<file path="src/sv/hmsc_pkg.sv">
package hmsc_pkg;

  // Event kinds carried in s_tuser
  typedef enum logic [1:0] {
    FUNC_TICK  = 2'd0,
    FUNC_KEY   = 2'd1,
    FUNC_CLEAR = 2'd2,
    FUNC_SCAN  = 2'd3
  } func_t;

  typedef enum logic [1:0] {
    MODE_WAIT  = 2'd0,
    MODE_ENTRY = 2'd1,
    MODE_RUN   = 2'd2
  } mode_t;

  localparam logic [6:0] SEC_LIMIT  = 7'd60;
  localparam logic [6:0] MIN_LIMIT  = 7'd60;
  localparam logic [6:0] HOUR_LIMIT = 7'd24;
  localparam logic [2:0] ENTRY_LAST = 3'd5;
  localparam logic [2:0] SCAN_LAST  = 3'd5;
  localparam logic [7:0] KEY_ZERO   = 8'h30;
  localparam logic [7:0] KEY_NINE   = 8'h39;
  localparam logic [3:0] DIGIT_ONE  = 4'd1;
  localparam int         TOP_W      = 16;

  typedef struct packed {
    logic [6:0] hours;
    logic [6:0] minutes;
    logic [6:0] seconds;
  } clk_time_t;

  typedef struct packed {
    clk_time_t  tm;
    mode_t      mode;
    logic [2:0] digits;
    logic       elapsed;
  } core_res_t;

  // One pass of the carry chain; inputs are one bit wider so an increment cannot wrap
  function automatic clk_time_t carry_chain(input logic [7:0] s, input logic [7:0] m,
                                            input logic [7:0] h);
    logic [7:0] s_c;
    logic [7:0] m_c;
    logic [7:0] h_c;
    clk_time_t  r;
    s_c = s;
    m_c = m;
    h_c = h;
    if (s_c >= {1'b0, SEC_LIMIT}) begin
      s_c = '0;
      m_c = m_c + 8'd1;
    end
    if (m_c >= {1'b0, MIN_LIMIT}) begin
      m_c = '0;
      h_c = h_c + 8'd1;
    end
    if (h_c >= {1'b0, HOUR_LIMIT}) begin
      h_c = '0;
    end
    r.seconds = s_c[6:0];
    r.minutes = m_c[6:0];
    r.hours   = h_c[6:0];
    return r;
  endfunction

  // Common-anode seven-segment code, active low
  function automatic logic [7:0] seg_code(input logic [3:0] d);
    logic [7:0] c;
    unique case (d)
      4'd0:    c = 8'hC0;
      4'd1:    c = 8'hF9;
      4'd2:    c = 8'hA4;
      4'd3:    c = 8'hB0;
      4'd4:    c = 8'h99;
      4'd5:    c = 8'h92;
      4'd6:    c = 8'h82;
      4'd7:    c = 8'hF8;
      4'd8:    c = 8'h80;
      4'd9:    c = 8'h90;
      default: c = 8'hFF;
    endcase
    return c;
  endfunction

endpackage

</file>
<file path="src/sv/hms_clock_with_entry_and_digit_scan.sv">
// Channel   Dir  Word                        Fields (lowest bit first)
// s_axis    in   s_tdata[7:0], s_tuser[1:0]  keycode | func
// m_axis    out  m_tdata[47:0]               seconds, minutes, hours, mode, digits, elapsed,
//                                            digit_select_n, segment_drive, zero pad
// cfg       in   cfg_we, cfg_wdata[15:0]     ticks_per_second_top
//
// One word is taken every cycle while s_tready is high; a result reaches m_axis through the input
// register, which takes the word at the accepting edge, and then the result register, which
// takes the clock update.
// Core and scan state move only as the input register hands its word to the result register.
// rst is synchronous: time zero, awaiting the first key, prescaler top back to 46875.
// A stalled m side holds the result; the input register still fills, then s_tready drops.
module hms_clock_with_entry_and_digit_scan #(
  parameter int PRESCALE_BITS = 16
) (
  input  logic        clk,
  input  logic        rst,
  input  logic        s_tvalid,
  output logic        s_tready,
  input  logic [7:0]  s_tdata,   // [7:0] keycode
  input  logic [1:0]  s_tuser,   // [1:0] func
  output logic        m_tvalid,
  input  logic        m_tready,
  output logic [47:0] m_tdata,   // [6:0] seconds_now, [13:7] minutes_now, [20:14] hours_now,
                                 // [22:21] mode_now, [25:23] digits_entered,
                                 // [26] second_elapsed, [32:27] digit_select_n,
                                 // [40:33] segment_drive, [47:41] zero
  input  logic        cfg_we,
  input  logic [15:0] cfg_wdata
);
  import hmsc_pkg::*;

  logic        in_valid;
  func_t       in_func;
  logic [7:0]  in_key;
  logic        adv;
  logic [15:0] top;
  clk_time_t   tm_now;
  core_res_t   res_next;
  logic [5:0]  sel_n;
  logic [7:0]  seg;

  // Advance when a word waits and the result register is free or being emptied
  assign adv      = in_valid && (!m_tvalid || m_tready);
  assign s_tready = !in_valid || adv;

  always_ff @(posedge clk) begin
    if (rst) begin
      in_valid <= 1'b0;
    end else if (s_tready) begin
      in_valid <= s_tvalid;
    end
  end

  // Hold the word payload; no reset needed
  always_ff @(posedge clk) begin
    if (s_tvalid && s_tready) begin
      in_func <= func_t'(s_tuser);
      in_key  <= s_tdata;
    end
  end

  // Prescaler top; to be written only while idle, which the block itself does not enforce
  always_ff @(posedge clk) begin
    if (rst) begin
      top <= 16'd46875;
    end else if (cfg_we) begin
      top <= cfg_wdata;
    end
  end

  hmsc_core #(
    .PRESCALE_BITS(PRESCALE_BITS)
  ) u_core (
    .clk      (clk),
    .rst      (rst),
    .adv      (adv),
    .func     (in_func),
    .keycode  (in_key),
    .top      (top),
    .tm_now   (tm_now),
    .res_next (res_next)
  );

  // Display decode reads the live time; a scan step leaves the time untouched
  hmsc_scan u_scan (
    .clk     (clk),
    .rst     (rst),
    .adv     (adv),
    .is_scan (in_func == FUNC_SCAN),
    .tm      (tm_now),
    .sel_n   (sel_n),
    .seg     (seg)
  );

  always_ff @(posedge clk) begin
    if (rst) begin
      m_tvalid <= 1'b0;
    end else if (adv) begin
      m_tvalid <= 1'b1;
    end else if (m_tready) begin
      m_tvalid <= 1'b0;
    end
  end

  always_ff @(posedge clk) begin
    if (adv) begin
      m_tdata <= {7'd0, seg, sel_n, res_next.elapsed, res_next.digits, res_next.mode,
                  res_next.tm.hours, res_next.tm.minutes, res_next.tm.seconds};
    end
  end

endmodule

</file>
<file path="src/sv/hmsc_core.sv">
module hmsc_core #(
  parameter int PRESCALE_BITS = 16
) (
  input  logic                        clk,
  input  logic                        rst,
  input  logic                        adv,
  input  hmsc_pkg::func_t             func,
  input  logic [7:0]                  keycode,
  input  logic [hmsc_pkg::TOP_W-1:0]  top,
  output hmsc_pkg::clk_time_t         tm_now,
  output hmsc_pkg::core_res_t         res_next
);
  import hmsc_pkg::*;

  localparam int CMP_W = (PRESCALE_BITS > TOP_W) ? PRESCALE_BITS : TOP_W;

  logic [PRESCALE_BITS-1:0] presc;
  logic [PRESCALE_BITS-1:0] presc_next;
  clk_time_t                tm;
  clk_time_t                tm_next;
  mode_t                    mode;
  mode_t                    mode_next;
  logic [2:0]               pos;
  logic [2:0]               pos_next;
  logic [6:0]               ent_s, ent_m, ent_h;
  logic [6:0]               ent_s_next, ent_m_next, ent_h_next;
  logic                     elapsed;
  logic                     is_digit;
  logic [3:0]               digit;
  logic [6:0]               cur_field;
  logic [6:0]               new_field;
  logic                     wrap;

  assign is_digit = (keycode >= KEY_ZERO) && (keycode <= KEY_NINE);
  assign digit    = keycode[3:0];
  assign wrap     = CMP_W'(presc) >= CMP_W'(top);

  always_comb begin
    unique case (pos[2:1])
      2'd0:    cur_field = ent_s;
      2'd1:    cur_field = ent_m;
      default: cur_field = ent_h;
    endcase
    new_field = pos[0] ? (cur_field + {3'b000, digit}) : ({3'b000, digit} * 7'd10);
  end

  // Mode sequencing
  always_comb begin
    mode_next = mode;
    if (func == FUNC_KEY && is_digit) begin
      unique case (mode)
        MODE_WAIT:  mode_next = (digit == DIGIT_ONE) ? MODE_ENTRY : MODE_RUN;
        MODE_ENTRY: if (pos == ENTRY_LAST) begin
          mode_next = MODE_RUN;
        end
        default:    mode_next = mode;
      endcase
    end
  end

  // Time, prescaler and entry datapath
  always_comb begin
    tm_next    = tm;
    presc_next = presc;
    pos_next   = pos;
    ent_s_next = ent_s;
    ent_m_next = ent_m;
    ent_h_next = ent_h;
    elapsed    = 1'b0;
    unique case (func)
      FUNC_TICK: begin
        if (wrap) begin
          presc_next = '0;
          tm_next    = carry_chain({1'b0, tm.seconds} + 8'd1, {1'b0, tm.minutes},
                                   {1'b0, tm.hours});
          elapsed    = 1'b1;
        end else begin
          presc_next = presc + 1'b1;
        end
      end
      FUNC_KEY: begin
        if (is_digit && mode == MODE_ENTRY) begin
          unique case (pos[2:1])
            2'd0:    ent_s_next = new_field;
            2'd1:    ent_m_next = new_field;
            default: ent_h_next = new_field;
          endcase
          if (pos == ENTRY_LAST) begin
            // last digit lands in hours: load the entered time at once
            tm_next    = carry_chain({1'b0, ent_s}, {1'b0, ent_m}, {1'b0, new_field});
            presc_next = '0;
            pos_next   = '0;
          end else begin
            pos_next = pos + 3'd1;
          end
        end else if (is_digit && mode == MODE_WAIT && digit != DIGIT_ONE) begin
          tm_next = '0;
        end
      end
      FUNC_CLEAR: tm_next = '0;
      FUNC_SCAN:  tm_next = tm;
      default:    tm_next = tm;
    endcase
  end

  always_ff @(posedge clk) begin
    if (rst) begin
      presc <= '0;
      tm    <= '0;
      mode  <= MODE_WAIT;
      pos   <= '0;
    end else if (adv) begin
      presc <= presc_next;
      tm    <= tm_next;
      mode  <= mode_next;
      pos   <= pos_next;
    end
  end

  always_ff @(posedge clk) begin
    if (adv) begin
      ent_s <= ent_s_next;
      ent_m <= ent_m_next;
      ent_h <= ent_h_next;
    end
  end

  assign tm_now           = tm;
  assign res_next.tm      = tm_next;
  assign res_next.mode    = mode_next;
  assign res_next.digits  = pos_next;
  assign res_next.elapsed = elapsed;

  a_pos_range: assert property (@(posedge clk) disable iff (rst) pos <= ENTRY_LAST)
    else $error("entry position beyond last digit");
  a_pos_mode: assert property (@(posedge clk) disable iff (rst)
    (pos != 3'd0) |-> (mode == MODE_ENTRY))
    else $error("entry progress outside entry mode");
  a_wrap_clr: assert property (@(posedge clk) disable iff (rst)
    (adv && elapsed) |=> (presc == '0))
    else $error("prescaler not cleared on second");
  a_time_range: assert property (@(posedge clk) disable iff (rst)
    (tm.seconds < SEC_LIMIT) && (tm.minutes < MIN_LIMIT) && (tm.hours < HOUR_LIMIT))
    else $error("live time out of range");

endmodule

</file>
<file path="src/sv/hmsc_scan.sv">
module hmsc_scan (
  input  logic                clk,
  input  logic                rst,
  input  logic                adv,
  input  logic                is_scan,
  input  hmsc_pkg::clk_time_t tm,
  output logic [5:0]          sel_n,
  output logic [7:0]          seg
);
  import hmsc_pkg::*;

  logic [2:0]  scan_pos;
  logic [2:0]  pos;
  logic [6:0]  v;
  logic [14:0] prod;
  logic [3:0]  tens;
  logic [3:0]  tens_mod;
  logic [6:0]  units;
  logic [3:0]  d;

  always_comb begin
    pos = (scan_pos > SCAN_LAST) ? 3'd0 : scan_pos;
    unique case (pos[2:1])
      2'd0:    v = tm.seconds;
      2'd1:    v = tm.minutes;
      default: v = tm.hours;
    endcase
    // divide by ten through the reciprocal 205/2048, exact for seven bits
    prod     = {8'd0, v} * 15'd205;
    tens     = prod[14:11];
    tens_mod = (tens >= 4'd10) ? (tens - 4'd10) : tens;
    units    = v - ({3'b000, tens} * 7'd10);
    d        = pos[0] ? tens_mod : units[3:0];
    if (is_scan) begin
      sel_n = ~(6'b000001 << pos);
      seg   = ~seg_code(d);
    end else begin
      sel_n = 6'h3F;
      seg   = 8'h00;
    end
  end

  always_ff @(posedge clk) begin
    if (rst) begin
      scan_pos <= '0;
    end else if (adv && is_scan) begin
      scan_pos <= (pos >= SCAN_LAST) ? 3'd0 : pos + 3'd1;
    end
  end

endmodule
</file>
<file path="config.mk">
export PLATFORM = sky130hd
export DESIGN_NAME = hms_clock_with_entry_and_digit_scan
export DESIGN_NICKNAME = d
export VERILOG_FILES = /design/src/sv/hmsc_pkg.sv /design/src/sv/hms_clock_with_entry_and_digit_scan.sv /design/src/sv/hmsc_core.sv /design/src/sv/hmsc_scan.sv
export SDC_FILE = /design/constraint.sdc
export NUM_CORES = 1
export LEC_CHECK = 0
export BUFFER_PORTS_ARGS = -buffer_cell sky130_fd_sc_hd__buf_2
export CAP_MARGIN = 20
export CORE_MARGIN = 3
export CORE_UTILIZATION = 65
export CTS_CLUSTER_DIAMETER = 60
export DETAILED_ROUTE_END_ITERATION = 8
export PLACE_DENSITY = 0.89
export REMOVE_ABC_BUFFERS = 1
export SLEW_MARGIN = 20
export SYNTH_ARGS = -nofsm -noshare
export SYNTH_HDL_FRONTEND = slang
export SYNTH_SLANG_ARGS = --single-unit
</file>
<file path="constraint.sdc">
create_clock -name clk -period 12.6 [get_ports clk]
set_input_delay 1.26 -clock clk [delete_from_list [all_inputs] [get_ports clk]]
set_output_delay 1.26 -clock clk [all_outputs]
set_load 0.02 [all_outputs]
</file>
* Yosys cells after proc, flatten, opt, wreduce, memory -nomap -nowiden
Memory sizes are Yosys's and may differ from the RTL's. Cells that the tools add are included.
Storage, ports and cells: bits in registers 135, bits in latches 0, bits in writable memories 0, ROM bits 112, bits of input ports 31, memories 1
Operators by class: add/sub/neg operators 11, multipliers 3, div/mod/pow operators 0, magnitude comparators 12, equal/unequal tests 11, shift-type cells 1, muxes and demuxes 47, bitwise gates (word level) 3, reduce and logical (&&, ||, !) cells 23
Memory list:
- (name not given) | depth 16, width 7, read ports 1, clocked after Yosys merged registers in 0, wr ports 0, line hmsc_pkg.sv:70 | unique case (d)
Operators with widths (count):
- 2-to-1 mux 8 bit | 15
- 2-to-1 mux 21 bit | 4
- one-hot mux 21 bit (4 select lines) | 1
- 2-to-1 mux 7 bit | 7
- 2-to-1 mux 16 bit | 3
- adder 7 x 1 -> 8 bit, second input constant | 5
- >= comparator 8 x 6 -> 1 bit, second input constant | 4
- one-hot mux 16 bit (2 select lines) | 1
- one-hot mux 7 bit (2 select lines) | 2
- adder 16 x 1 -> 16 bit, second input constant | 1
- >= comparator 16 bit | 1
- >= comparator 8 x 5 -> 1 bit, second input constant | 2
- AND reduction 4 bit | 4
- multiplier 7 x 8 -> 15 bit, second input constant | 1
- 2-to-1 mux 3 bit | 5
- == test 2 x 1 -> 1 bit, second input constant | 4
- <= comparator 8 x 6 -> 1 bit, second input constant | 1
- logical AND 1 bit | 8
- zero test 2 bit | 4
- 2-to-1 mux 4 bit | 2
- NOT 8 bit | 1
- adder 7 x 4 -> 7 bit | 1
- >= comparator 7 x 6 -> 1 bit, second input constant | 1
- adder 3 x 1 -> 3 bit, second input constant | 2
- 22 further kinds | 31

* Depth between registers and ports, before layout
depth in word-level cells 15, depth in mapped cells 30, depth with buffers taken out 28

* Cells and area by module
Synthesis repeated with hierarchy kept, for this count alone.
Second synthesis, totals: cell total of the unflattened synthesis 953, area total of the unflattened synthesis 9110.0 sq um
By module, submodules not included:
- hmsc_core | instances 1, cells an instance 580, area an instance 4804.6 sq um, seq. area each 1471.4 sq um
- hms_clock_with_entry_and_digit_scan | instances 1, cells an instance 122, area an instance 2302.2 sq um, seq. area each 1891.8 sq um
- hmsc_scan | instances 1, cells an instance 251, area an instance 2003.2 sq um, seq. area each 60.1 sq um

* Worst setup path before layout
OpenSTA, ideal clock, no wires.
path type register -> register, start point register u_scan.scan_pos[2], end point register m_tdata[36] (data pin), setup time 0.152 ns, arrival time 5.841 ns, data required time 12.448 ns, path slack 6.607 ns, cell stages (with the launch flop) 27, buffers on the path 2, path through dfxtp_1 buf_2 xor2_1 nor2_1 a221oi_1 ha_1 ha_1 fa_1 inv_1 fa_1 inv_1 ha_1 nand4_1 a211oi_2 a31oi_1 and2_1 a21oi_4 inv_1 fa_1 xnor2_1 nor2b_1 mux2i_1 o211ai_1 o221a_2 buf_2 mux2_2 o22ai_1
On the way: word-level cells in the longest chain between the ends 11, elaborated cells on any way between the ends 15
Ends and longest elaborated chain:
- from (decl) | line hmsc_scan.sv:12 | logic [2:0] scan_pos;
- from (signal assigned) | line hmsc_scan.sv:47 | scan_pos <= (pos >= SCAN_LAST) ? 3'd0 : pos + 3'd1;
- > comparator 3 bit | line hmsc_scan.sv:22 | pos = (scan_pos > SCAN_LAST) ? 3'd0 : scan_pos;
- 2-to-1 mux 3 bit (*) | line hmsc_scan.sv:22
- == test 2 x 1 -> 1 bit / zero test 2 bit (equally long branches) | line hmsc_scan.sv:23 | unique case (pos[2:1])
- one-hot mux 7 bit (2 select lines) | line hmsc_scan.sv:23
- multiplier 7 x 8 -> 15 bit | line hmsc_scan.sv:29 | prod = {8'd0, v} * 15'd205;
- multiplier 4 x 3 -> 3 bit (tied with other cells) | line hmsc_scan.sv:32 | units = v - ({3'b000, tens} * 7'd10);
- subtractor 4 bit / 2-to-1 mux 4 bit (equally long branches) | line hmsc_scan.sv:32, hmsc_scan.sv:31
- 2-to-1 mux 4 bit (*) | line hmsc_scan.sv:33 | d = pos[0] ? tens_mod : units[3:0];
- memory read (16 x 7 bit) (*)
- 2-to-1 mux 8 bit (*) | line hmsc_scan.sv:34 | if (is_scan) begin
- NOT 8 bit (*) | line hmsc_scan.sv:36 | seg = ~seg_code(d);
- to (signal assigned) | line hms_clock_with_entry_and_digit_scan.sv:108 | m_tdata <= {7'd0, seg, sel_n, res_next.elapsed, res_next.digits, res_next.mode,
- to (decl) | line hms_clock_with_entry_and_digit_scan.sv:24 | output logic [47:0] m_tdata,
Every way passes the cells marked *; elsewhere a longest branch is shown, timed or not. The select of a mux whose other input is x is not followed. A chain may end at the register's enable or synchronous reset.

* Final worst setup path
start point register u_scan.scan_pos[2], end point register m_tdata[33] (data pin)
Same word-level chain as after synthesis.

==> summary.md <==
| Metric | Value |
|---|---|
| Shortest period the worst path allows | 6.78 ns |
| PortBufs | 72 |
| Post-synth EDFFs | 71 |
| Reg clk slew, reported paths | 0.06 ns |
| Finished Layout Cells | 1195 |
| Syn Area/Cell | 9.30 um2 |
| Die ar. | 15100 um2 |
| HPWL Detailed | 15100 um |
| Cell depth of the worst setup path | 24 |
| Family with the most delay on the worst path | adder cells |
| Die X | 123 um |
| R2r setup slk | 5.82 ns |
| Slew margin rel. | 29.3% |
| Leakage | 4.10 nW |
| Global router's overall resource usage | 29.2% |
| Initial core utilization | 66.8% |
| Most frequent cells in the layout | 103 x nand2_1, 84 x nor2_1, 73 x ha_1 |
| Core area | 13300 um2 |
| Hold Fails Final Rpt | 0 |
| Crit-path cells | nor2b_2 -> inv_1 -> o22a_1 -> o21ai_0 -> inv_1 -> ha_1 -> fa_1 -> fa_1 -> ha_1 -> ha_1 -> nand4_1 -> a211oi_2 -> a31oi_1 -> and2_1 -> a21oi_4 -> inv_1 -> fa_1 -> xnor2_1 -> nor2b_1 -> mux2i_1 -> o211ai_1 -> o221a_2 -> mux2_2 -> o32ai_1 |
| Final WL | 21400 um |
| Hold WC Path Type | register to register |
| Commonest non-fill, non-tap cell in the layout | nand2_1 |
| Register area share after synthesis | 38.2% |
| Initial antenna violation count | 0 |
| Overflow after GRT | 0 |
| Critical Path End Type | register |
| Worst Setup SP | u_scan.scan_pos[2]$_SDFFE_PP0P_ |
| CP Capture Point | m_tdata[33]$_SDFFCE_PP0P_ |
| Io pins | 81 |
| Crit path max-delay cell type | dfxtp_1 |
| Site Rows | 42 |
| Post-synthesis async set-or-reset flop share | 0% |
| Worst-Margin Slew | 1.06 ns |
| Die Height | 123 um |
| Clock Skews | 0.00780 ns |
| Cell type with the largest total area after synthesis | edfxtp_1 |
| Cts hold-fix bufs | 0 |
| Drt first pass iters | 6 |
| Vias in the first global route | 7050 |
| Synth area leaders | edfxtp_1 24%, dfxtp_1 14%, ha_1 10% |
| Worst setup SP type | register |
| Via count | 7504 |
| Num CTS Buffers | 17 |
| H-tree Lvls | 4 |
| Layout Area Growth over Synthesis | 11.1% |
| Clk sinks | 134 |
| Worst reg2reg startpoint | u_scan.scan_pos[2]$_SDFFE_PP0P_ |
| Setup bufs post-CTS | 0 |
| Max cap viols | 0 |
| Slew Limit Fails | 0 |
| Clk_lat worst skew | 0.43 ns |
| Max Freq | 148 MHz |
| Share of layout cells above drive strength 1 | 14.0% |
| CP max FO | 13 |
| Synth warnings | 0 |
| Post-Syn Instances | 955 |
| N_diodes | 0 |
| CTS tree | done |
| Worst setup path class | register to register |
| Netlist cell types | 92 |
| Max Root-Sink Buffers | 2 |
| # nets final | 1121 |
| Cell Pwr Density | 123 nW/um2 |
| Synth Flop Type | edfxtp_1 |
| WP buf/inv | 3 |
| Iter 0 DRT Violations | 752 |
| WL per Instance | 17.9 um |
| #FFs+latches synth | 134 |
| Hold Crit Start | u_core.presc[15]$_SDFFE_PP0P_ |
| Status | completed |
| Yosys top cell area share | 24.0% |
| Largest net degree at the start of global routing | 71 |
| Netlist area before placement | 8880 um2 |
| Cells after DPL | 1163 |
| Req. time, crit path | 12.84 ns |
| RePlAce Congestion | 0.894 |
| Fin crit share | 53.8% |
| CP max stage delay | 0.56 ns |
| CTS root buffer | clkbuf_16 |
| Setup Total Neg Slack | 0 ns |
| Maximum vdd drop | 0.000107 V |
| Final setup fails | 0 |
| Drt via density | 6.28 |
| RSZ-0062 raised after global routing | no |
| Post-DRT Antenna Nets | 0 |
| R2r endpoint | m_tdata[33]$_SDFFCE_PP0P_ |
| First-pass GRT wire length | 34500 um |
| WP data arrival | 7.02 ns |
| Number of remaining DRC errors | 0 |
| CTS resizes | 0 |
| R2R depth | 24 |
-- worst min-delay path, cell delays in order, from the launching register on --
cell and delay (ns):
dfxtp_1 0.32, nand2_1 0.06, a21oi_1 0.05
-- where the power goes --
group / internal, mW / switching, mW / leakage [nW]
clock: 0.319 / 0.201 / 0.289
sequential: 0.477 / 0.0109 / 1.16
combinational: 0.0809 / 0.128 / 2.65
total: 0.877 / 0.340 / 4.10
-- how the worst min path moves through the flow --
stage          depth (start not counted)                             to  slack (ns)
2_1_floorplan                          2  u_core.presc[15]$_SDFFE_PP0P_        0.44
3_3_place_gp                           2  u_core.presc[15]$_SDFFE_PP0P_        0.47
3_5_place_dp                           2  u_core.presc[15]$_SDFFE_PP0P_        0.47
4_1_cts                                2  u_core.presc[15]$_SDFFE_PP0P_        0.48
5_1_grt                                2           top[10]$_SDFFE_PP1P_        0.50
6_report                               2  u_core.presc[15]$_SDFFE_PP0P_        0.48
-- sequential cells by signal, summed over array words and instances (netlist names), 7 cells and up --
| name | flops |
|---|---|
| m_tdata | 40 |
| u_core.tm_now | 21 |
| top | 16 |
| u_core.presc | 16 |
| in_key | 8 |
| u_core.ent_h | 7 |
| u_core.ent_m | 7 |
| u_core.ent_s | 7 |
-- routing by layer --
| metal | global-route usage [%] | wire length (um) | vias up |
|---|---|---|---|
| li1 | - | - | 3551 |
| met1 | 38.1 | 8760 | 3516 |
| met2 | 48.2 | 10100 | 371 |
| met3 | 5.85 | 1810 | 66 |
| met4 | 11.1 | 655 | 0 |
| met5 | 0 | 0 | - |
-- synthesized netlist by cell type (7+ instances only) --
cell type / number
dfxtp_1: 63
nor3_1: 13
nand2_1: 103
nor2_1: 84
clkbuf_1: 24
ha_1: 73
buf_4: 10
a22oi_1: 9
xor2_1: 16
buf_2: 8
mux2i_1: 23
xnor2_1: 19
inv_1: 66
a21o_1: 15
nand2b_1: 15
o22ai_1: 7
a211oi_1: 10
nor2b_1: 11
nand4_1: 13
and2_1: 12
a31oi_1: 14
edfxtp_1: 71
a21oi_1: 45
fa_1: 11
nand3_1: 34
o32ai_1: 8
or3_1: 7
o21a_1: 7
o21ai_0: 32
o211ai_1: 16
-- logic make-up (layout without fill, tap and decap cells) --
kind of cell	count (synthesis)	after routing	share of synthesized area, %
multiplexers	25	25	2.97
flip-flops	134	134	38.2
adder cells (fa/ha/maj)	84	84	12.8
AND/OR/NAND/NOR	332	332	18.2
AO/OA/AOI/OAI	225	225	18.5
buffers and inverters	119	176	5.83
other	1	8	0.0422
XOR/XNOR	35	35	3.45
-- stage by stage --
stage	cell area (um2)	worst slack (ns)	utilization [%]	total power, mW	hold WS (ns)
6_report	9870	5.82	74.2	1.22	0.482
3_3_place_gp	9260	6.26	69.6	0.690	0.466
3_5_place_dp	9260	5.91	69.6	0.700	0.473
5_1_grt	9870	5.41	74.2	1.26	0.501
2_1_floorplan	8640	6.65	-	0.643	0.438
4_1_cts	9870	5.88	74.2	1.22	0.481
-- final cells by class --
cell class	instances	area (um2)
inverter	67	251
tap	176	220
clock inverter	13	169
clock buffer	19	443
timing repair buffer	77	398
multi-input combinational	709	4990
sequential	134	3390
fill	923	3430
Power figures use the tool's default switching activity.
